--- src/design/odmm_pkg.sv ---
// Shared widths, codes, payload types and quarter-wave sine entry function for the omni drive mixer.
package odmm_pkg;

  localparam int FRAC_BITS    = 14;
  localparam int SINE_ENTRIES = 1024;

  localparam int IDX_W       = $clog2(SINE_ENTRIES);
  localparam int QTR_W       = IDX_W - 2;
  localparam int QTR_ENTRIES = SINE_ENTRIES / 4;

  localparam int VALUE_W     = 16;
  localparam int HEADING_W   = 12;
  localparam int DUTY_W      = 8;
  localparam int DRIVE_W     = 3;
  localparam int MOTORS      = 4;
  localparam int MASK_W      = 4;
  localparam int CFG_INDEX_W = 3;
  localparam int CFG_DATA_W  = 8;

  localparam int ANGLE_W   = 12;
  localparam int THETA_W   = 13;
  localparam int NUM_W     = ANGLE_W + IDX_W;
  localparam int DIV_SHIFT = NUM_W + 12;
  localparam int MAGIC_W   = NUM_W + 1;

  localparam logic [63:0] DIV_MAGIC = ((64'd1 << DIV_SHIFT) + 64'd3599) / 64'd3600;
  localparam logic [MAGIC_W-1:0] MAGIC = DIV_MAGIC[MAGIC_W-1:0];

  localparam logic signed [THETA_W-1:0] THETA_BASE = 13'sd4050;
  localparam logic signed [THETA_W-1:0] FULL_TURN  = 13'sd3600;
  localparam logic [NUM_W-1:0]          ROUND_BIAS = NUM_W'(1800);

  localparam int QV_W    = FRAC_BITS + 1;
  localparam int SINE_W  = FRAC_BITS + 2;
  localparam int MIX_W   = VALUE_W + 1;
  localparam int WHEEL_W = VALUE_W + 2;
  localparam int CLAMP_W = FRAC_BITS + 2;
  localparam int CMP_W   = (WHEEL_W > CLAMP_W) ? WHEEL_W : CLAMP_W;
  localparam int PROD_W  = SINE_W + VALUE_W;
  localparam int DPROD_W = DUTY_W + 1 + CLAMP_W;

  localparam logic signed [PROD_W-1:0]  PROD_BIAS  = PROD_W'((64'd1 << FRAC_BITS) - 64'd1);
  localparam logic signed [DPROD_W-1:0] DPROD_BIAS = DPROD_W'((64'd1 << FRAC_BITS) - 64'd1);
  localparam logic signed [CMP_W-1:0]   ONE_C      = CMP_W'(64'd1 << FRAC_BITS);
  localparam logic signed [CMP_W-1:0]   NEG_ONE_C  = -ONE_C;

  localparam logic OP_POLAR = 1'b0;
  localparam logic OP_AXIS  = 1'b1;

  localparam logic [CFG_INDEX_W-1:0] REG_MAX_DUTY_A  = 3'd0;
  localparam logic [CFG_INDEX_W-1:0] REG_MAX_DUTY_B  = 3'd1;
  localparam logic [CFG_INDEX_W-1:0] REG_MAX_DUTY_C  = 3'd2;
  localparam logic [CFG_INDEX_W-1:0] REG_MAX_DUTY_D  = 3'd3;
  localparam logic [CFG_INDEX_W-1:0] REG_INVERT_MASK = 3'd4;

  localparam logic [DRIVE_W-1:0] DRIVE_OFF = 3'b000;
  localparam logic [DRIVE_W-1:0] DRIVE_REV = 3'b101;
  localparam logic [DRIVE_W-1:0] DRIVE_FWD = 3'b110;

  localparam logic [DUTY_W-1:0] DUTY_FULL = 8'd255;

  localparam logic [63:0] ONE_Q30     = 64'd1 << 30;
  localparam logic [63:0] HALF_PI_Q30 = 64'd1686629713;

  typedef struct packed {
    logic                      op;
    logic signed [VALUE_W-1:0] magnitude;
    logic signed [VALUE_W-1:0] turn;
    logic signed [MIX_W-1:0]   axis_ad;
    logic signed [MIX_W-1:0]   axis_bc;
  } cmd_t;

  typedef struct packed {
    cmd_t             cmd;
    logic [IDX_W-1:0] idx;
  } angle_t;

  typedef struct packed {
    logic signed [VALUE_W-1:0] turn;
    logic signed [MIX_W-1:0]   ad;
    logic signed [MIX_W-1:0]   bc;
  } mix_t;

  typedef struct packed {
    logic [MOTORS-1:0][DUTY_W-1:0] max_duty;
    logic [MASK_W-1:0]             invert;
  } cfg_t;

  // sin(j / QTR_ENTRIES * pi/2) rounded to FRAC_BITS, series evaluated in Q30
  function automatic logic [QV_W-1:0] quarter_entry(input int j);
    logic [63:0] x;
    logic [63:0] x2;
    logic [63:0] acc;
    logic [63:0] s;
    logic [63:0] v;
    x   = (64'(j) * 64'd4 * HALF_PI_Q30) / SINE_ENTRIES;
    x2  = (x * x) >> 30;
    acc = ONE_Q30;
    acc = ONE_Q30 - ((x2 * acc) >> 30) / 64'd110;
    acc = ONE_Q30 - ((x2 * acc) >> 30) / 64'd72;
    acc = ONE_Q30 - ((x2 * acc) >> 30) / 64'd42;
    acc = ONE_Q30 - ((x2 * acc) >> 30) / 64'd20;
    acc = ONE_Q30 - ((x2 * acc) >> 30) / 64'd6;
    s   = (x * acc) >> 30;
    v   = (s + (64'd1 << (29 - FRAC_BITS))) >> (30 - FRAC_BITS);
    return v[QV_W-1:0];
  endfunction

  localparam logic [QV_W-1:0] QPEAK = quarter_entry(QTR_ENTRIES);

endpackage

--- src/design/odmm_angle.sv ---
// Heading wrap and table index by reciprocal multiply, two register stages.
module odmm_angle import odmm_pkg::*; (
  input  logic                        clk,
  input  logic                        rst,
  input  logic                        in_valid,
  output logic                        in_ready,
  input  logic                        operation,
  input  logic [HEADING_W-1:0]        heading,
  input  logic signed [VALUE_W-1:0]   magnitude,
  input  logic signed [VALUE_W-1:0]   turn,
  input  logic signed [VALUE_W-1:0]   x_power,
  input  logic signed [VALUE_W-1:0]   y_power,
  output logic                        out_valid,
  input  logic                        out_ready,
  output angle_t                      out_word
);

  logic v1;
  logic v2;
  logic rdy1;
  logic rdy2;

  cmd_t             cmd1;
  cmd_t             cmd1_next;
  logic [NUM_W-1:0] num1;
  logic [NUM_W-1:0] num1_next;
  angle_t           word2;
  angle_t           word2_next;

  logic signed [THETA_W-1:0]    theta;
  logic [NUM_W+MAGIC_W-1:0]     quot_prod;

  assign rdy2     = !v2 || out_ready;
  assign rdy1     = !v1 || rdy2;
  assign in_ready = rdy1;

  always_comb begin
    theta = THETA_BASE - $signed({1'b0, heading});
    if (theta > FULL_TURN) begin
      theta = theta - FULL_TURN;
    end
    if (theta < 0) begin
      theta = theta + FULL_TURN;
    end
    num1_next = {theta[ANGLE_W-1:0], {IDX_W{1'b0}}} + ROUND_BIAS;
    cmd1_next.op        = operation;
    cmd1_next.magnitude = magnitude;
    cmd1_next.turn      = turn;
    cmd1_next.axis_ad   = MIX_W'(x_power) - MIX_W'(y_power);
    cmd1_next.axis_bc   = MIX_W'(x_power) + MIX_W'(y_power);
  end

  assign quot_prod = num1 * MAGIC;

  always_comb begin
    word2_next.cmd = cmd1;
    word2_next.idx = quot_prod[DIV_SHIFT +: IDX_W];
  end

  always_ff @(posedge clk) begin
    if (rst) begin
      v1 <= 1'b0;
      v2 <= 1'b0;
    end else begin
      if (rdy1) begin
        v1 <= in_valid;
      end
      if (rdy2) begin
        v2 <= v1;
      end
    end
  end

  always_ff @(posedge clk) begin
    if (rdy1 && in_valid) begin
      cmd1 <= cmd1_next;
      num1 <= num1_next;
    end
    if (rdy2 && v1) begin
      word2 <= word2_next;
    end
  end

  assign out_valid = v2;
  assign out_word  = word2;

endmodule

--- src/design/odmm_trig.sv ---
// Sine and cosine lookup and scaling by power, two register stages.
module odmm_trig import odmm_pkg::*; (
  input  logic   clk,
  input  logic   rst,
  input  logic   in_valid,
  output logic   in_ready,
  input  angle_t in_word,
  output logic   out_valid,
  input  logic   out_ready,
  output mix_t   out_word
);

  logic [QV_W-1:0] qrom [QTR_ENTRIES];

  for (genvar j = 0; j < QTR_ENTRIES; j++) begin : g_rom
    assign qrom[j] = quarter_entry(j);
  end

  logic v1;
  logic v2;
  logic rdy1;
  logic rdy2;

  cmd_t                     cmd1;
  logic signed [SINE_W-1:0] sin1;
  logic signed [SINE_W-1:0] cos1;
  logic signed [SINE_W-1:0] trig_next [2];
  mix_t                     word2;
  mix_t                     word2_next;

  logic [IDX_W-1:0]  look_idx  [2];
  logic [1:0]        look_quad [2];
  logic [QTR_W-1:0]  look_pos  [2];
  logic [QTR_W-1:0]  look_addr [2];
  logic [QV_W-1:0]   look_mag  [2];

  logic signed [PROD_W-1:0] sin_prod;
  logic signed [PROD_W-1:0] cos_prod;

  assign rdy2     = !v2 || out_ready;
  assign rdy1     = !v1 || rdy2;
  assign in_ready = rdy1;

  always_comb begin
    look_idx[0] = in_word.idx;
    look_idx[1] = in_word.idx + IDX_W'(QTR_ENTRIES);
    for (int t = 0; t < 2; t++) begin
      look_quad[t] = look_idx[t][IDX_W-1 -: 2];
      look_pos[t]  = look_idx[t][QTR_W-1:0];
      look_addr[t] = look_quad[t][0] ? QTR_W'(~look_pos[t] + QTR_W'(1)) : look_pos[t];
      if (look_quad[t][0] && (look_pos[t] == '0)) begin
        look_mag[t] = QPEAK;
      end else begin
        look_mag[t] = qrom[look_addr[t]];
      end
      if (look_quad[t][1]) begin
        trig_next[t] = -$signed({1'b0, look_mag[t]});
      end else begin
        trig_next[t] = $signed({1'b0, look_mag[t]});
      end
    end
  end

  always_comb begin
    sin_prod = PROD_W'(sin1) * PROD_W'(cmd1.magnitude);
    cos_prod = PROD_W'(cos1) * PROD_W'(cmd1.magnitude);
    if (sin_prod < 0) begin
      sin_prod = sin_prod + PROD_BIAS;
    end
    if (cos_prod < 0) begin
      cos_prod = cos_prod + PROD_BIAS;
    end
    word2_next.turn = cmd1.turn;
    if (cmd1.op == OP_AXIS) begin
      word2_next.ad = cmd1.axis_ad;
      word2_next.bc = cmd1.axis_bc;
    end else begin
      word2_next.ad = MIX_W'(sin_prod >>> FRAC_BITS);
      word2_next.bc = MIX_W'(cos_prod >>> FRAC_BITS);
    end
  end

  always_ff @(posedge clk) begin
    if (rst) begin
      v1 <= 1'b0;
      v2 <= 1'b0;
    end else begin
      if (rdy1) begin
        v1 <= in_valid;
      end
      if (rdy2) begin
        v2 <= v1;
      end
    end
  end

  always_ff @(posedge clk) begin
    if (rdy1 && in_valid) begin
      cmd1 <= in_word.cmd;
      sin1 <= trig_next[0];
      cos1 <= trig_next[1];
    end
    if (rdy2 && v1) begin
      word2 <= word2_next;
    end
  end

  assign out_valid = v2;
  assign out_word  = word2;

endmodule

--- src/design/odmm_wheel.sv ---
// Wheel sums with clamp, then duty scaling and bridge pin select, two register stages.
module odmm_wheel import odmm_pkg::*; (
  input  logic                          clk,
  input  logic                          rst,
  input  cfg_t                          cfg,
  input  logic                          in_valid,
  output logic                          in_ready,
  input  mix_t                          in_word,
  output logic                          out_valid,
  input  logic                          out_ready,
  output logic [MOTORS-1:0][DUTY_W-1:0] duty,
  output logic [MOTORS-1:0][DRIVE_W-1:0] drive
);

  logic v1;
  logic v2;
  logic rdy1;
  logic rdy2;

  logic signed [WHEEL_W-1:0] wheel      [MOTORS];
  logic signed [CMP_W-1:0]   wheel_cmp  [MOTORS];
  logic signed [CLAMP_W-1:0] clamp1     [MOTORS];
  logic signed [CLAMP_W-1:0] clamp1_next [MOTORS];

  logic signed [DPROD_W-1:0] dprod [MOTORS];
  logic signed [DUTY_W:0]    pw    [MOTORS];

  logic [MOTORS-1:0][DUTY_W-1:0]  duty2;
  logic [MOTORS-1:0][DUTY_W-1:0]  duty2_next;
  logic [MOTORS-1:0][DRIVE_W-1:0] drive2;
  logic [MOTORS-1:0][DRIVE_W-1:0] drive2_next;

  assign rdy2     = !v2 || out_ready;
  assign rdy1     = !v1 || rdy2;
  assign in_ready = rdy1;

  always_comb begin
    wheel[0] = WHEEL_W'(in_word.ad) + WHEEL_W'(in_word.turn);
    wheel[1] = WHEEL_W'(in_word.bc) + WHEEL_W'(in_word.turn);
    wheel[2] = WHEEL_W'(in_word.bc) - WHEEL_W'(in_word.turn);
    wheel[3] = WHEEL_W'(in_word.ad) - WHEEL_W'(in_word.turn);
    for (int m = 0; m < MOTORS; m++) begin
      wheel_cmp[m] = CMP_W'(wheel[m]);
      priority if (wheel_cmp[m] > ONE_C) begin
        clamp1_next[m] = CLAMP_W'(ONE_C);
      end else if (wheel_cmp[m] < NEG_ONE_C) begin
        clamp1_next[m] = CLAMP_W'(NEG_ONE_C);
      end else begin
        clamp1_next[m] = CLAMP_W'(wheel_cmp[m]);
      end
    end
  end

  always_comb begin
    for (int m = 0; m < MOTORS; m++) begin
      dprod[m] = $signed({1'b0, cfg.max_duty[m]}) * DPROD_W'(clamp1[m]);
      if (dprod[m] < 0) begin
        dprod[m] = dprod[m] + DPROD_BIAS;
      end
      pw[m] = (DUTY_W + 1)'(dprod[m] >>> FRAC_BITS);
      if (pw[m] == '0) begin
        duty2_next[m]  = '0;
        drive2_next[m] = DRIVE_OFF;
      end else if (pw[m] < 0) begin
        duty2_next[m]  = DUTY_W'(-pw[m]);
        drive2_next[m] = cfg.invert[m] ? DRIVE_FWD : DRIVE_REV;
      end else begin
        duty2_next[m]  = DUTY_W'(pw[m]);
        drive2_next[m] = cfg.invert[m] ? DRIVE_REV : DRIVE_FWD;
      end
    end
  end

  always_ff @(posedge clk) begin
    if (rst) begin
      v1 <= 1'b0;
      v2 <= 1'b0;
    end else begin
      if (rdy1) begin
        v1 <= in_valid;
      end
      if (rdy2) begin
        v2 <= v1;
      end
    end
  end

  always_ff @(posedge clk) begin
    if (rdy1 && in_valid) begin
      clamp1 <= clamp1_next;
    end
    if (rdy2 && v1) begin
      duty2  <= duty2_next;
      drive2 <= drive2_next;
    end
  end

  assign out_valid = v2;
  assign duty      = duty2;
  assign drive     = drive2;

endmodule

--- src/design/omni_drive_motor_mixer.sv ---
// Top level of the X-drive omni wheel mixer: config registers and the six-stage pipeline.
//
//   channel   signals                                        direction
//   cfg       cfg_write, cfg_index, cfg_data                 in
//   command   in_valid/in_ready, operation .. y_power        in
//   wheels    out_valid/out_ready, duty_a..d, drive_a..d     out
//
// One command word per cycle unless out_ready holds it back; six register stages:
// heading wrap, index multiply, table read, power multiply, clamp and duty multiply.
// An accepted word moves through these stages in order; the last drives the result ports.
// A stage holds its word while the next is full and stalled, so bubbles close up.
// Reset clears all stage valids, sets every max duty to 255 and the invert mask to 0.
module omni_drive_motor_mixer import odmm_pkg::*; (
  input  logic                      clk,
  input  logic                      rst,
  input  logic                      cfg_write,
  input  logic [CFG_INDEX_W-1:0]    cfg_index,
  input  logic [CFG_DATA_W-1:0]     cfg_data,
  input  logic                      in_valid,
  output logic                      in_ready,
  input  logic                      operation,
  input  logic [HEADING_W-1:0]      heading,
  input  logic signed [VALUE_W-1:0] magnitude,
  input  logic signed [VALUE_W-1:0] turn,
  input  logic signed [VALUE_W-1:0] x_power,
  input  logic signed [VALUE_W-1:0] y_power,
  output logic                      out_valid,
  input  logic                      out_ready,
  output logic [DUTY_W-1:0]         duty_a,
  output logic [DUTY_W-1:0]         duty_b,
  output logic [DUTY_W-1:0]         duty_c,
  output logic [DUTY_W-1:0]         duty_d,
  output logic [DRIVE_W-1:0]        drive_a,
  output logic [DRIVE_W-1:0]        drive_b,
  output logic [DRIVE_W-1:0]        drive_c,
  output logic [DRIVE_W-1:0]        drive_d
);

  cfg_t cfg;

  always_ff @(posedge clk) begin
    if (rst) begin
      cfg.max_duty <= {MOTORS{DUTY_FULL}};
      cfg.invert   <= '0;
    end else if (cfg_write) begin
      unique case (cfg_index)
        REG_MAX_DUTY_A:  cfg.max_duty[0] <= cfg_data;
        REG_MAX_DUTY_B:  cfg.max_duty[1] <= cfg_data;
        REG_MAX_DUTY_C:  cfg.max_duty[2] <= cfg_data;
        REG_MAX_DUTY_D:  cfg.max_duty[3] <= cfg_data;
        REG_INVERT_MASK: cfg.invert      <= cfg_data[MASK_W-1:0];
        default: begin
        end
      endcase
    end
  end

  logic   angle_valid;
  logic   angle_ready;
  angle_t angle_word;
  logic   mix_valid;
  logic   mix_ready;
  mix_t   mix_word;

  logic [MOTORS-1:0][DUTY_W-1:0]  duty;
  logic [MOTORS-1:0][DRIVE_W-1:0] drive;

  odmm_angle u_angle (
    .clk       (clk),
    .rst       (rst),
    .in_valid  (in_valid),
    .in_ready  (in_ready),
    .operation (operation),
    .heading   (heading),
    .magnitude (magnitude),
    .turn      (turn),
    .x_power   (x_power),
    .y_power   (y_power),
    .out_valid (angle_valid),
    .out_ready (angle_ready),
    .out_word  (angle_word)
  );

  odmm_trig u_trig (
    .clk       (clk),
    .rst       (rst),
    .in_valid  (angle_valid),
    .in_ready  (angle_ready),
    .in_word   (angle_word),
    .out_valid (mix_valid),
    .out_ready (mix_ready),
    .out_word  (mix_word)
  );

  odmm_wheel u_wheel (
    .clk       (clk),
    .rst       (rst),
    .cfg       (cfg),
    .in_valid  (mix_valid),
    .in_ready  (mix_ready),
    .in_word   (mix_word),
    .out_valid (out_valid),
    .out_ready (out_ready),
    .duty      (duty),
    .drive     (drive)
  );

  assign duty_a  = duty[0];
  assign duty_b  = duty[1];
  assign duty_c  = duty[2];
  assign duty_d  = duty[3];
  assign drive_a = drive[0];
  assign drive_b = drive[1];
  assign drive_c = drive[2];
  assign drive_d = drive[3];

`ifndef SYNTHESIS
  a_off_matches_zero: assert property (@(posedge clk) disable iff (rst)
    out_valid |-> (((duty_a == '0) == (drive_a == DRIVE_OFF)) &&
                   ((duty_b == '0) == (drive_b == DRIVE_OFF)) &&
                   ((duty_c == '0) == (drive_c == DRIVE_OFF)) &&
                   ((duty_d == '0) == (drive_d == DRIVE_OFF))))
    else $error("drive pins disagree with zero duty");

  a_stall_only_when_blocked: assert property (@(posedge clk) disable iff (rst)
    !in_ready |-> (out_valid && !out_ready))
    else $error("input blocked while output side can advance");

  a_reset_empties: assert property (@(posedge clk)
    rst |=> !out_valid)
    else $error("result word present right after reset");
`endif

endmodule
--- config.mk ---
export PLATFORM = sky130hd
export DESIGN_NAME = omni_drive_motor_mixer
export DESIGN_NICKNAME = d
export VERILOG_FILES = /design/src/design/odmm_pkg.sv /design/src/design/odmm_angle.sv /design/src/design/odmm_trig.sv /design/src/design/odmm_wheel.sv /design/src/design/omni_drive_motor_mixer.sv
export SDC_FILE = /design/constraint.sdc
export NUM_CORES = 2
export LEC_CHECK = 0
export BUFFER_PORTS_ARGS = -buffer_cell sky130_fd_sc_hd__buf_2
export CAP_MARGIN = 10
export CORE_ASPECT_RATIO = 0.5
export CORE_UTILIZATION = 65
export DETAILED_ROUTE_END_ITERATION = 10
export PLACE_DENSITY = 0.91
export SYNTH_ARGS = -nofsm -noshare
export SYNTH_HDL_FRONTEND = slang
export SYNTH_SLANG_ARGS = --single-unit
export TNS_END_PERCENT = 20
--- constraint.sdc ---
create_clock -name clk -period 13.15 [get_ports clk]
set_input_delay 1.315 -clock clk [delete_from_list [all_inputs] [get_ports clk]]
set_output_delay 1.315 -clock clk [all_outputs]
set_load 0.02 [all_outputs]
Yosys cells after proc, flatten, opt, wreduce, memory -nomap -nowiden
Memory sizes are Yosys's and may differ from the RTL's.
Cells that the tools add are included.
Word-level totals
  bits in registers: 465
  bits in latches: 0
  bits in writable memories: 0
  ROM bits: 7680
  output and inout port bits: 46
  logic and storage cells: 190
  memories kept: 2
Operators by class
  add/sub/neg operators: 25
  $mul: 7
  divide/modulo/power cells: 0
  order comparisons: 22
  eq/ne operators: 4
  shift operators: 0
  mux-type cells: 39
  bitwise operators: 4
  reduce and logical (&&, ||, !) cells: 36
Memories
  (name not given): depth 256, bits a word 15, read ports 1, clocked after memory_dff 0, write ports 0, line odmm_trig.sv:54  | look_mag[t] = qrom[look_addr[t]];
  (name not given): depth 256, bits a word 15, read ports 1, clocked after memory_dff 0, write ports 0, line odmm_trig.sv:54
Operator list (number)
  15-bit 2-to-1 mux: 8
  25-bit by 1-bit less-than comparator with 1-bit output, second input constant: 4
  9-bit by 16-bit multiplier with 25-bit output: 4
  23-bit by 15-bit adder with 23-bit output, second input constant: 4
  23-bit 2-to-1 mux: 4
  18-bit by 16-bit greater-than comparator with 1-bit output, second input constant: 4
  18-bit by 15-bit less-than comparator with 1-bit output, second input constant: 4
  32-bit by 1-bit less-than comparator with 1-bit output, second input constant: 2
  16-bit by 16-bit multiplier with 32-bit output: 2
  16-bit 2-to-1 mux: 4
  31-bit by 15-bit adder with 31-bit output, second input constant: 2
  31-bit 2-to-1 mux: 2
  8-bit 2-to-1 mux: 6
  22-bit by 22-bit multiplier with 43-bit output, second input constant: 1
  17-bit by 16-bit adder with 18-bit output: 2
  9-bit logical NOT: 4
  9-bit by 1-bit less-than comparator with 1-bit output, second input constant: 4
  17-bit by 16-bit subtractor with 18-bit output: 2
  34-bit 2-to-1 mux: 1
  15-bit negator with 16-bit output: 2
  8-bit negator: 4
  22-bit by 11-bit adder with 22-bit output, second input constant: 1
  9-bit greater-or-equal comparator, second input constant: 2
  8-bit inverter with 9-bit output: 2
  other kinds (24): 62

Logic depth before layout (Yosys ltp)
  word-level depth: 11
  depth in mapped cells: 29
  gate-level depth less buffers: 26

Modules after synthesis
From an unflattened synthesis, not the netlist that was laid out.
Unflattened totals
  cells, all modules: 8680
  area, all modules: 77474.3 µm²
By module, submodules not included
  odmm_trig: instances 1, cells an instance 4380, area each 36631.4 µm², seq. area each 4514.3 µm²
  odmm_wheel: instances 1, cells an instance 3188, area each 27820.4 µm², seq. area each 3283.1 µm²
  odmm_angle: instances 1, cells an instance 977, area each 11638.7 µm², seq. area each 4664.5 µm²
  omni_drive_motor_mixer: instances 1, cells an instance 135, area each 1383.8 µm², seq. area each 720.7 µm²

Least setup slack after synthesis
Ideal clock, no wire load.
  kind: input port to flip-flop
  start: input port out_ready
  end: register u_trig.cmd1[0] (netlist name) (enable)
  data arrival time: 8.804 ns
  data required time: 12.446 ns
  slack: 3.642 ns
  cell stages on the path: 4
  path buffers: 1
  path through: nor2b_1 > and3_1 > clkbuf_1 > a21boi_0
Between the ends
  word-level cells in the longest chain between the ends: 5
Ends and longest elaborated chain
  start, declared: line omni_drive_motor_mixer.sv:28  | input logic out_ready,
  1-bit logical OR: line odmm_wheel.sv:33  | assign rdy2 = !v2 || out_ready;
  1-bit logical OR: line odmm_wheel.sv:34  | assign rdy1 = !v1 || rdy2;
  1-bit logical OR: line odmm_trig.sv:40  | assign rdy2 = !v2 || out_ready;
  1-bit logical OR: line odmm_trig.sv:41  | assign rdy1 = !v1 || rdy2;
  1-bit logical AND: line odmm_trig.sv:98  | if (rdy1 && in_valid) begin
  end signal, assigned: line odmm_trig.sv:99  | cmd1 <= in_word.cmd;
  end, declared: line odmm_trig.sv:24  | cmd_t cmd1;
Every way passes these cells.
A chain may end at the register's enable or synchronous reset.

==> results.toml <==
[outcome]
status = "finished clean"

[synth]
ys_seq_area_share_pct = 17.3
synth_ff_type = "edfxtp_1"
netlist_instances = 8430
syn-num-nets = 10196
synthMuxAreaShare_pct = 0.990
synth_top_family_by_area = "adder cells"
synth_adder_area_share_pct = 37.5
synthSimpleGateAreaFrac_pct = 16.6
yosysUniqueCellTypes = 117
synth_compound_area_share_pct = 13.9
syn_area_per_cell_sq_um = 9.01
synth_edf_count = 410
synth_warnings = 0
ys_async_sr_fraction_pct = 0
netlist_area_sq_mm = 0.0760
ys_ff_latch = 452
synth_xor_area_share_pct = 4.30

[clock_tree]
cts_buffers = 43
insertion_delay_ps = 680
cts_hold_buf = 0
cts.repair.resized = 0
clk_pin_slew_ps = 70
max-clock-path-buffers = 3
cts_tree = "done"
cts_root_buffer = "clkbuf_16"
htree_levels = 2
clock-sinks = 452
post-cts-setup-buffer-count = 0

[detailed_routing]
drt_iter0_drc = 7879
vias_per_cell = 6.36
dr_total_vias = 62698
drt_wl_total_mm = 209
dr.pass1.iters = 8
drc = 0
ant_nets = 0
wl_per_cell_um = 21.2

[layout]
drive_gt1_share_pct = 5.00
stdcell_area_sq_mm = 0.0789
fin_nets = 10054
syn2layout_area_growth_pct = 3.92
final_util_pct = 68.3

[timing]
hold_viol = 0
fin_tns_setup_ps = 0
maxSlewViolCount = 0
rsz0062_at_grt = "false"
setup_viol = 0
skew_ps = 85.6
tightest_slew_ps = 1350
post-route-min-period_ps = 8280
timing.fmax_ghz = 0.121
post-route-period-util_pct = 62.9
relSlewSlack_pct = 9.77

[hold_path]
hold_path.class = "flop to flop"
hp-start = "u_angle.out_word[58]"
worst_hold_path.endpoint = "u_trig.cmd1[48]"
holdPathStages = 0

[place]
place_congestion = 1.05
placed_area_sq_mm = 0.0775
hpwlAfterDp_mm = 158
io_buffers = 138

[grt]
grt_pass1_vias = 63523
grtUsageMet2_pct = 57.6
grt_overflow = 0
grt_pass1_wl_mm = 334
grtUsageMet1_pct = 44.2
busiest_layer = "met2"
grt_use_met3_pct = 8.57
antenna_found_initial = 6
grt_usage_pct = 35.2
grt_max_degree = 87

[setup_path]
reg2reg_slack_ps = 4870
reg2reg_to = "u_trig.out_word[13]"
r2r-start = "u_trig.cmd1[65]"
cp.arrival_ps = 8770
crit_path_end_kind = "flop"
critPathMaxFanout = 21
cp-start-kind = "flop"
worstPathRequired_ps = 13640
worst_r2r_path_depth = 23
path_class = "flop to flop"

[floorplan]
core_sq_mm = 0.116
die_h_um = 244
ioPinCount = 139
die_w_um = 485
initial_core_util_pct = 65.7
die_area_sq_mm = 0.118
rows = 88

[run]
maxCapViolCount = 0
==> synth_stat cells (all sizes together), types with 23 or more instances <==
master	count	area share [%]
o311ai	28	0.32
nand3b	35	0.35
nand4	41	0.35
nor2b	79	0.65
a21o	77	0.76
inv	1415	7.0
nand2	797	3.9
mux2i	47	0.62
o221ai	26	0.30
nor2	420	2.1
and2	588	4.8
clkbuf	282	1.4
and3	47	0.39
xnor2	259	3.0
buf	124	0.98
or2	23	0.19
a211o	30	0.35
edfxtp	410	16
o22ai	46	0.38
ha	665	11
o31ai	53	0.56
or3	33	0.27
fa	1008	27
xor2	109	1.3
a31oi	80	0.66
o21a	39	0.39
o211ai	72	0.74
nand2b	69	0.57
a2111oi	40	0.52
o21ai	332	2.2
dfxtp	42	1.1
nand3	126	0.83
a221oi	53	0.64
nor3	132	0.91
o2111ai	38	0.44
nor4	40	0.35
a211oi	102	1.0
a21oi	312	2.1
==> worst max path at each step <==
stage                     cells after the start             endpoint            start
after floorplan                               4       u_trig.cmd1[0]        out_ready
after global placement                       22  u_trig.out_word[13]  u_trig.cmd1[65]
after detailed placement                     22  u_trig.out_word[13]  u_trig.cmd1[65]
after CTS                                    22  u_trig.out_word[13]  u_trig.cmd1[65]
after global routing                         22  u_trig.out_word[33]  u_trig.cmd1[65]
final                                        23  u_trig.out_word[13]  u_trig.cmd1[65]
==> cells in the final DEF (no fill, tap or decap), drive strengths merged, types with 218 or more instances in the layout <==
cell    count
inv      1423
fa       1008
nand2     797
ha        665
and2      588
nor2      420
edfxtp    410
o21ai     332
a21oi     312
xnor2     259
buf       218
==> area by class of cell <==
cell class	instances	area [sq um]
Sequential cell	452	13200
Fill cell	8225	36700
Timing Repair Buffer	219	1300
Clock inverter	29	304
Clock buffer	49	1150
Antenna cell	6	15.0
Inverter	1419	5330
Tap cell	1530	1910
Multi-Input combinational cell	6153	55800
==> sequential cells by signal, summed over array words and instances, names as in the netlist, 12 cells and up <==
name and cells:
cfg 36, u_angle.num1 12, u_wheel.clamp1 64, u_trig.cos1 16, u_wheel.duty 32, u_trig.out_word 50
u_angle.cmd1 66, u_trig.cmd1 66, u_wheel.drive 12, u_trig.sin1 16, u_angle.out_word 76
==> stage by stage <==
step / setup WS (ps) / std cells / hold slack [ps]
final: 4870 / 9857 / 336
after global routing: 4430 / 9853 / 339
after floorplan: 3640 / 8430 / 400
after global placement: 4800 / 9772 / 400
after CTS: 4520 / 9850 / 329
after detailed placement: 4580 / 9772 / 405
==> worst max-delay path, cell delays in order, from the launching register on <==
cell	delay (ps)
edfxtp_1	650
inv_1	780
nor2_1	170
fa_1	540
fa_1	520
fa_1	520
fa_1	520
fa_1	550
inv_1	60
fa_1	530
inv_1	40
ha_1	360
or2_2	310
a21oi_1	150
a31oi_1	80
a31o_2	280
a2111oi_0	450
dlymetal6s2s_1	260
a21oi_1	110
xor2_1	280
nand3_1	140
or4_1	550
a21oi_1	180
a21o_1	110
==> layer usage <==
| metal | vias to the layer above | share of wire (%) | wire length [um] |
|---|---|---|---|
| li1 | 27722 | - | - |
| met1 | 30226 | 37 | 77500 |
| met2 | 3870 | 46 | 96600 |
| met3 | 878 | 11 | 23300 |
| met4 | 2 | 5.4 | 11300 |
| met5 | - | 0.0072 | 15 |
==> logic make-up (layout without fill, tap and decap cells) <==
kind of cell,Yosys count,count (layout)
other cells,0,6
xor+xnor,368,368
flops,452,452
mux,65,65
simple gates,2506,2506
fa+ha+maj,1673,1673
buf+inv,1825,1716
compound gates,1541,1541
Power is left out: the tool's default activity adds up to more than one toggle a clock period on the data nets, which glitch-free logic cannot reach.
